`config.mk`:
```
export PLATFORM = sky130hd
export DESIGN_NAME = clock_frame_replacer_unit
export DESIGN_NICKNAME = d
export VERILOG_FILES = /design/src/cfr_pkg.sv /design/src/cfr_ram.sv /design/src/clock_frame_replacer_unit.sv
export SDC_FILE = /design/constraint.sdc
export NUM_CORES = 2
export LEC_CHECK = 0
export BUFFER_PORTS_ARGS = -buffer_cell sky130_fd_sc_hd__buf_4
export CELL_PAD_IN_SITES_DETAIL_PLACEMENT = 0
export CELL_PAD_IN_SITES_GLOBAL_PLACEMENT = 1
export CORE_MARGIN = 4
export CORE_UTILIZATION = 30
export DETAILED_ROUTE_END_ITERATION = 10
export PLACE_DENSITY = 0.49
export SYNTH_ARGS = -nofsm -noshare
export SYNTH_HDL_FRONTEND = slang
export SYNTH_HIERARCHICAL = 1
export SYNTH_SLANG_ARGS = --single-unit
```
`constraint.sdc`:
```
create_clock -name clk -period 11.2 [get_ports clk]
set_clock_uncertainty 0.05 [all_clocks]
set_input_delay 1.12 -clock clk [delete_from_list [all_inputs] [get_ports clk]]
set_output_delay 1.12 -clock clk [all_outputs]
set_load 0.02 [all_outputs]
```
`src/cfr_pkg.sv`:
```
package cfr_pkg;

    // table geometry
    localparam int FRAMES     = 64;
    localparam int PAGE_BITS  = 20;
    localparam int IDX_W      = $clog2(FRAMES);
    localparam int SCAN_LIMIT = 2 * FRAMES + 1;
    localparam int STEP_W     = $clog2(SCAN_LIMIT);

    // port field widths
    localparam int OP_W     = 3;
    localparam int FRAME_W  = 6;
    localparam int PAGE_W   = 20;
    localparam int STATUS_W = 2;

    // opcodes
    localparam logic [OP_W-1:0] OP_ALLOC = 3'd0;
    localparam logic [OP_W-1:0] OP_FREE  = 3'd1;
    localparam logic [OP_W-1:0] OP_PIN   = 3'd2;
    localparam logic [OP_W-1:0] OP_UNPIN = 3'd3;
    localparam logic [OP_W-1:0] OP_TOUCH = 3'd4;

    // status codes
    localparam logic [STATUS_W-1:0] ST_OK      = 2'd0;
    localparam logic [STATUS_W-1:0] ST_NOFRAME = 2'd1;
    localparam logic [STATUS_W-1:0] ST_UNUSED  = 2'd2;

    // one slot as held in the slot ram
    typedef struct packed {
        logic                 pinned;
        logic                 accessed;
        logic [PAGE_BITS-1:0] page;
    } slot_word_t;

    localparam int SLOT_W = $bits(slot_word_t);

    typedef enum logic [3:0] {
        FSM_IDLE = 4'b0001,
        FSM_EXEC = 4'b0010,
        FSM_RMW  = 4'b0100,
        FSM_SCAN = 4'b1000
    } fsm_t;

    // clock hand advance, wrapping over slot order
    function automatic logic [IDX_W-1:0] next_slot(input logic [IDX_W-1:0] s);
        logic [IDX_W-1:0] r;
        r = (s == IDX_W'(FRAMES - 1)) ? '0 : s + 1'b1;
        return r;
    endfunction

endpackage

```
`src/cfr_ram.sv`:
```
module cfr_ram #(
    parameter int WIDTH = 8,
    parameter int DEPTH = 16
) (
    input  logic                     clk,
    input  logic                     we,
    input  logic [$clog2(DEPTH)-1:0] waddr,
    input  logic [WIDTH-1:0]         wdata,
    input  logic [$clog2(DEPTH)-1:0] raddr,
    output logic [WIDTH-1:0]         rdata
);

    logic [WIDTH-1:0] mem [DEPTH];

    always_ff @(posedge clk)
    begin
        if (we)
        begin
            mem[waddr] <= wdata;
        end
        rdata <= mem[raddr];
    end

endmodule

```
`src/clock_frame_replacer_unit.sv`:
```
// result path: free, unused opcodes, errors and allocate into a free slot give their result
//   from the execute state; pin, unpin and mark accessed read the slot, then write it back
// eviction: the clock hand examines one slot per cycle (1 to 2*FRAMES+1 slots, via the
//   one-read-per-cycle slot ram)
// flow: one word in flight; the next is taken the cycle after a result is loaded,
//   and execution waits while an earlier result is still held
// reset: valid bits cleared, clock hand on the last slot; slot ram is not cleared
module clock_frame_replacer_unit (
    input  logic                         clk,
    input  logic                         rst_n,
    input  logic                         in_valid,
    output logic                         in_stall,
    input  logic [cfr_pkg::OP_W-1:0]     opcode,
    input  logic [cfr_pkg::PAGE_W-1:0]   page_number,
    input  logic [cfr_pkg::FRAME_W-1:0]  frame_index,
    output logic                         out_valid,
    input  logic                         out_stall,
    output logic [cfr_pkg::FRAME_W-1:0]  result_frame,
    output logic                         evicted,
    output logic [cfr_pkg::PAGE_W-1:0]   evicted_page,
    output logic [cfr_pkg::STATUS_W-1:0] status
);

    import cfr_pkg::*;

    // control state
    fsm_t              state_reg, state_next;
    logic [FRAMES-1:0] valid_reg, valid_next;
    logic [IDX_W-1:0]  hand_reg, hand_next;
    logic [IDX_W-1:0]  scan_addr_reg, scan_addr_next;
    logic [STEP_W-1:0] step_reg, step_next;
    logic              out_valid_reg, out_valid_next;

    // captured input word
    logic [OP_W-1:0]    op_reg;
    logic [PAGE_W-1:0]  page_reg;
    logic [FRAME_W-1:0] fi_reg;

    // output register
    logic [FRAME_W-1:0]  res_frame_reg, res_frame_next;
    logic                ev_reg, ev_next;
    logic [PAGE_W-1:0]   ev_page_reg, ev_page_next;
    logic [STATUS_W-1:0] status_reg, status_next;
    logic                load_out;

    // slot ram port
    logic             ram_we;
    logic [IDX_W-1:0] ram_waddr;
    logic [IDX_W-1:0] ram_raddr;
    slot_word_t       ram_wdata;
    slot_word_t       ram_rdata;

    // decode helpers
    logic              in_accept;
    logic              out_free;
    logic              all_valid;
    logic [IDX_W-1:0]  free_idx;
    logic [IDX_W-1:0]  fi_idx;
    logic              slot_ok;
    logic [IDX_W-1:0]  scan_adv;
    logic [IDX_W-1:0]  hand_adv;
    slot_word_t        new_word;

    cfr_ram #(
        .WIDTH (SLOT_W),
        .DEPTH (FRAMES)
    ) u_slot_ram (
        .clk   (clk),
        .we    (ram_we),
        .waddr (ram_waddr),
        .wdata (ram_wdata),
        .raddr (ram_raddr),
        .rdata (ram_rdata)
    );

    assign in_stall  = (state_reg != FSM_IDLE);
    assign in_accept = in_valid && !in_stall;
    // result slot is usable when empty or being drained this cycle
    assign out_free  = !out_valid_reg || !out_stall;

    assign all_valid = &valid_reg;
    assign fi_idx    = IDX_W'(fi_reg);
    assign slot_ok   = (int'(fi_reg) < FRAMES) && valid_reg[fi_idx];
    assign scan_adv  = next_slot(scan_addr_reg);
    assign hand_adv  = next_slot(hand_reg);

    // a newly installed page is pinned with its accessed bit clear
    assign new_word.pinned   = 1'b1;
    assign new_word.accessed = 1'b0;
    assign new_word.page     = PAGE_BITS'(page_reg);

    // lowest free slot
    always_comb
    begin
        free_idx = '0;
        for (int i = FRAMES - 1; i >= 0; i--)
        begin
            if (!valid_reg[i])
            begin
                free_idx = IDX_W'(i);
            end
        end
    end

    always_comb
    begin
        state_next     = state_reg;
        valid_next     = valid_reg;
        hand_next      = hand_reg;
        scan_addr_next = scan_addr_reg;
        step_next      = step_reg;
        out_valid_next = out_valid_reg;

        load_out       = 1'b0;
        res_frame_next = fi_reg;
        ev_next        = 1'b0;
        ev_page_next   = '0;
        status_next    = ST_OK;

        ram_we    = 1'b0;
        ram_waddr = scan_addr_reg;
        ram_wdata = ram_rdata;
        ram_raddr = scan_addr_reg;

        if (out_valid_reg && !out_stall)
        begin
            out_valid_next = 1'b0;
        end

        unique case (state_reg)
            FSM_IDLE:
            begin
                if (in_accept)
                begin
                    state_next = FSM_EXEC;
                end
            end

            FSM_EXEC:
            begin
                if (out_free)
                begin
                    case (op_reg) inside
                        OP_ALLOC:
                        begin
                            if (!all_valid)
                            begin
                                // free slot: install directly
                                ram_we               = 1'b1;
                                ram_waddr            = free_idx;
                                ram_wdata            = new_word;
                                valid_next[free_idx] = 1'b1;
                                res_frame_next       = FRAME_W'(free_idx);
                                load_out             = 1'b1;
                                state_next           = FSM_IDLE;
                            end
                            else
                            begin
                                // table full: start the clock hand sweep
                                ram_raddr      = hand_adv;
                                scan_addr_next = hand_adv;
                                step_next      = '0;
                                state_next     = FSM_SCAN;
                            end
                        end

                        OP_FREE, OP_PIN, OP_UNPIN, OP_TOUCH:
                        begin
                            if (!slot_ok)
                            begin
                                status_next = ST_UNUSED;
                                load_out    = 1'b1;
                                state_next  = FSM_IDLE;
                            end
                            else if (op_reg == OP_FREE)
                            begin
                                // flags of an invalid slot are never looked at
                                valid_next[fi_idx] = 1'b0;
                                load_out           = 1'b1;
                                state_next         = FSM_IDLE;
                            end
                            else
                            begin
                                ram_raddr      = fi_idx;
                                scan_addr_next = fi_idx;
                                state_next     = FSM_RMW;
                            end
                        end

                        default:
                        begin
                            load_out   = 1'b1;
                            state_next = FSM_IDLE;
                        end
                    endcase
                end
            end

            FSM_RMW:
            begin
                // flag update on the word read last cycle
                ram_we    = 1'b1;
                ram_waddr = scan_addr_reg;
                ram_wdata = ram_rdata;
                case (op_reg)
                    OP_PIN:   ram_wdata.pinned   = 1'b1;
                    OP_UNPIN: ram_wdata.pinned   = 1'b0;
                    default:  ram_wdata.accessed = 1'b1;
                endcase
                load_out   = 1'b1;
                state_next = FSM_IDLE;
            end

            FSM_SCAN:
            begin
                // ram_rdata holds the slot under the hand; next read issued in parallel
                hand_next = scan_addr_reg;
                if (!ram_rdata.pinned && !ram_rdata.accessed)
                begin
                    ram_we         = 1'b1;
                    ram_waddr      = scan_addr_reg;
                    ram_wdata      = new_word;
                    res_frame_next = FRAME_W'(scan_addr_reg);
                    ev_next        = 1'b1;
                    ev_page_next   = PAGE_W'(ram_rdata.page);
                    load_out       = 1'b1;
                    state_next     = FSM_IDLE;
                end
                else
                begin
                    if (!ram_rdata.pinned)
                    begin
                        // second chance: clear the accessed bit
                        ram_we             = 1'b1;
                        ram_waddr          = scan_addr_reg;
                        ram_wdata          = ram_rdata;
                        ram_wdata.accessed = 1'b0;
                    end
                    if (step_reg == STEP_W'(SCAN_LIMIT - 1))
                    begin
                        res_frame_next = '0;
                        status_next    = ST_NOFRAME;
                        load_out       = 1'b1;
                        state_next     = FSM_IDLE;
                    end
                    else
                    begin
                        step_next      = step_reg + 1'b1;
                        scan_addr_next = scan_adv;
                        ram_raddr      = scan_adv;
                    end
                end
            end

            default:
            begin
                state_next = FSM_IDLE;
            end
        endcase

        if (load_out)
        begin
            out_valid_next = 1'b1;
        end
    end

    always_ff @(posedge clk or negedge rst_n)
    begin
        if (!rst_n)
        begin
            state_reg     <= FSM_IDLE;
            valid_reg     <= '0;
            hand_reg      <= IDX_W'(FRAMES - 1);
            scan_addr_reg <= '0;
            step_reg      <= '0;
            out_valid_reg <= 1'b0;
        end
        else
        begin
            state_reg     <= state_next;
            valid_reg     <= valid_next;
            hand_reg      <= hand_next;
            scan_addr_reg <= scan_addr_next;
            step_reg      <= step_next;
            out_valid_reg <= out_valid_next;
        end
    end

    // payload registers
    always_ff @(posedge clk)
    begin
        if (in_accept)
        begin
            op_reg   <= opcode;
            page_reg <= page_number;
            fi_reg   <= frame_index;
        end
        if (load_out)
        begin
            res_frame_reg <= res_frame_next;
            ev_reg        <= ev_next;
            ev_page_reg   <= ev_page_next;
            status_reg    <= status_next;
        end
    end

    assign out_valid    = out_valid_reg;
    assign result_frame = res_frame_reg;
    assign evicted      = ev_reg;
    assign evicted_page = ev_page_reg;
    assign status       = status_reg;

    // sweep only runs over a full table
    a_scan_full: assert property (@(posedge clk) disable iff (!rst_n)
        (state_reg == FSM_SCAN) |-> all_valid)
        else $error("clock sweep with a free slot present");

    // sweep step count stays under the limit
    a_scan_bound: assert property (@(posedge clk) disable iff (!rst_n)
        (state_reg == FSM_SCAN) |-> (int'(step_reg) < SCAN_LIMIT))
        else $error("clock sweep ran past its limit");

    // sweep writeback never collides with the look-ahead read
    a_scan_rw: assert property (@(posedge clk) disable iff (!rst_n)
        ((state_reg == FSM_SCAN) && ram_we && !load_out) |-> (ram_waddr != ram_raddr))
        else $error("sweep write and read hit the same slot");

    // an eviction always reports ok
    a_evict_ok: assert property (@(posedge clk) disable iff (!rst_n)
        (load_out && ev_next) |-> (status_next == ST_OK))
        else $error("eviction with error status");

    // an accepted word starts execution next cycle
    a_accept_exec: assert property (@(posedge clk) disable iff (!rst_n)
        in_accept |=> (state_reg == FSM_EXEC))
        else $error("accepted word not executed");

endmodule

```
==> reports/results.ini <==
[synth]
synth_area_per_cell_um2=19.08
synth_cell_types=77
synth_ff_type=edfxtp_1
synth_fa_ha_area_frac=0.0007943
netlist_area_um2=63010
synthArstFlopShare=0.05644
synth_compound_area_frac=0.05421
synth_top_family_by_area=multiplexers
synthMuxAreaShare=0.1470
ys.warnings.count=6
synth_top_cell_by_area=edfxtp_1
synth_cells=3303
syn_nets=3340
synth_edf_count=1466
yosysTopAreaCellShare=0.6987
synthTopCellsByArea=edfxtp_1 70%, mux4_2 12%, dfrtp_1 3.3%
yosys.area_share.simple=0.03763
ys_seq_area_frac=0.7411
synth_xor_area_frac=0.0006950
synth-seq-cells=1577

[route]
dr.first_iter.drc_count=3125
vias_per_cell=5.180
drc_errors=0
vias=33202
wirelength_mm=192.9
post_drt_wl_per_cell_um=30.10
drtAntennaViolNets=0
drt-pass1-iter-count=7

[timing]
final_max_slew_viol_count=0
layout_min_cycle_time_ps=6975
relSlewSlack=0.1231
setup_ws_ps=4225
finalSetupTns_ps=0
fmax_mhz=143.4
worst_pin_slew_ps=1304
period_share=0.6228
rsz0062_at_grt=false
setup_violations=0
holdWs_ps=294.2
hold_violations=0

[setup_path]
end_kind=flip-flop
worstPathMaxFanout=92
setup.worst_path.class=reg -> reg
crit_arrival_ps=7640
start_kind=flip-flop
cp.required_ps=11860

[place]
hpwl_mm=112.2
place.gp.congestion=0.8037
place_ws_ps=4063
io_buffers=63

[power]
powerDensity_nw_per_um2=228.5
p_leak_nw=22.66
ir_drop_v=0.0001513

[clocking]
cts_buffers=172
cts-resized-gates=0
clkLatencyLatePin_ps=810
clock_sinks=1577
h-tree-depth=4
post_cts_buffers=0
cts_tree=built
cts.clk_slew.worst_paths_ps=60
cts_buffer_depth=3
cts_root_buf=clkbuf_16
postCtsHoldBufs=0

[die]
rows=167
dieHeight_um=466.3
core_um2=207900
start_util=0.3031
ios=64
die_x_um=466.3
die_area_um2=217400

[grt]
grt_antenna_before_repair=12
track_usage=0.1753
grt-ovfl-total=0
grt_max_degree=113
grt_pass1_vias=33828
grt_pass1_wl_mm=271.1

[run_status]
status=complete, no violations

[layout]
drive_gt1_frac=0.2585
fill_cells=19467
nNetsFinal=3518
largest_register_ffs=1408
finish.utilization=0.3523
area_growth_pct=16.25

[hold_path]
hold_path_class=in -> async

[flow_run]
maxCapViolCount=0

through the flow:
step / instances / power, mW / area, um^2
after floorplan: 3303 / 9.753 / 63010
after global placement: 6093 / 11.21 / 67530
after detailed placement: 6095 / 11.24 / 67560
after CTS: 6405 / 16.99 / 73230
after global routing: 6406 / 17.41 / 73240
final: 6410 / 16.73 / 73250
cell families (layout without fill, tap and decap cells):
family / Yosys count / count (layout)
buf+inv: 230 / 544
flops: 1577 / 1577
simple gates: 476 / 476
mux: 507 / 507
other cells: 0 / 5
xor+xnor: 5 / 5
compound gates: 504 / 504
fa+ha+maj: 4 / 4
layout by cell type, fill, tap and decap left out, types with 26 or more instances in the layout:
cell type | synthesis | layout
a31oi_1 | 39 | 39
nand3_1 | 40 | 40
a211oi_1 | 26 | 26
clkbuf_16 | 0 | 177
mux2i_1 | 159 | 159
a22oi_1 | 54 | 54
clkinv_1 | 0 | 32
nor2_1 | 121 | 57
edfxtp_1 | 1466 | 1466
nand2_1 | 134 | 133
inv_1 | 33 | 32
o31ai_1 | 104 | 99
dfrtp_1 | 82 | 82
mux4_2 | 333 | 333
buf_4 | 30 | 195
and3_1 | 35 | 35
nor2_2 | 0 | 64
clkbuf_1 | 98 | 28
o22ai_1 | 36 | 36
nand4_1 | 26 | 26
o21ai_0 | 131 | 106
clkinv_2 | 0 | 35
cell type report:
type	count	area, um^2	area share
clock buffer	208	4576	0.06247
tap	2788	3488	0.04763
inverter	34	127.6	0.001742
antenna	5	12.51	0.0001708
timing repair buffer	200	1564	0.02135
sequential	1577	46700	0.6376
multi-input combinational	1496	15680	0.2140
clock inverter	102	1101	0.01503
where the power goes:
| group | internal (mW) | switching, mW | total, mW | leakage, nW |
|---|---|---|---|---|
| sequential | 7.31 | 0.206 | 7.52 | 14.6 |
| clock | 3.37 | 2.35 | 5.72 | 2.79 |
| combinational | 1.16 | 2.33 | 3.49 | 5.26 |
| total | 11.8 | 4.89 | 16.7 | 22.7 |
worst max-delay path, cell delays in order (launching register included):
cell and delay (ps):
edfxtp_1 920, mux4_2 590, nor3b_1 160, a311oi_2 320, o2111ai_4 270, o21bai_4 390
mux2i_1 170, o31ai_4 250, buf_12 510, buf_12 590, nand3b_1 570, o22a_1 240
o21ai_0 260, o31ai_1 1090, and3_1 380
synth_stat cells, types with 38 or more instances:
library cell	instances
clkbuf_1	98
o21ai_0	131
a31oi_1	39
o31ai_1	104
nand3_1	40
buf_2	38
edfxtp_1	1466
dfrtp_1	82
nand2_1	134
mux2i_1	159
nor2_1	121
a22oi_1	54
mux4_2	333
metal layers:
layer  share of wire  vias to the layer above  global-route usage  wire length, um
met5               0                        -                   0                0
met4           0.018                        0             0.03824             3547
met3           0.051                      217             0.02446             9809
met2            0.48                      930              0.2856            92980
met1            0.45                    18020              0.2503            86610
li1                -                    14035                   -                -
final timing paths:
path / start / depth (start not counted) / endpoint / slack (ps)
worst min-delay path: rst_n / 1 / state_reg[1]$_DFFE_PN0P_ / 290
worst max register to register: fi_idx[0]$_DFFE_PP_ / 14 / u_slot_ram/rdata[10]$_DFF_P_ / 4220
worst min register to register: hand_reg[4]$_DFFE_PN1P_ / 2 / hand_reg[4]$_DFFE_PN1P_ / 430
max in group asynchronous: rst_n / 2 / valid_reg[19]$_DFFE_PN0P_ / 9690
min in group clk: hand_reg[4]$_DFFE_PN1P_ / 2 / hand_reg[4]$_DFFE_PN1P_ / 430
worst max-delay path: fi_idx[0]$_DFFE_PP_ / 14 / u_slot_ram/rdata[10]$_DFF_P_ / 4220
Note: power is estimated with default switching activity, not from simulation.
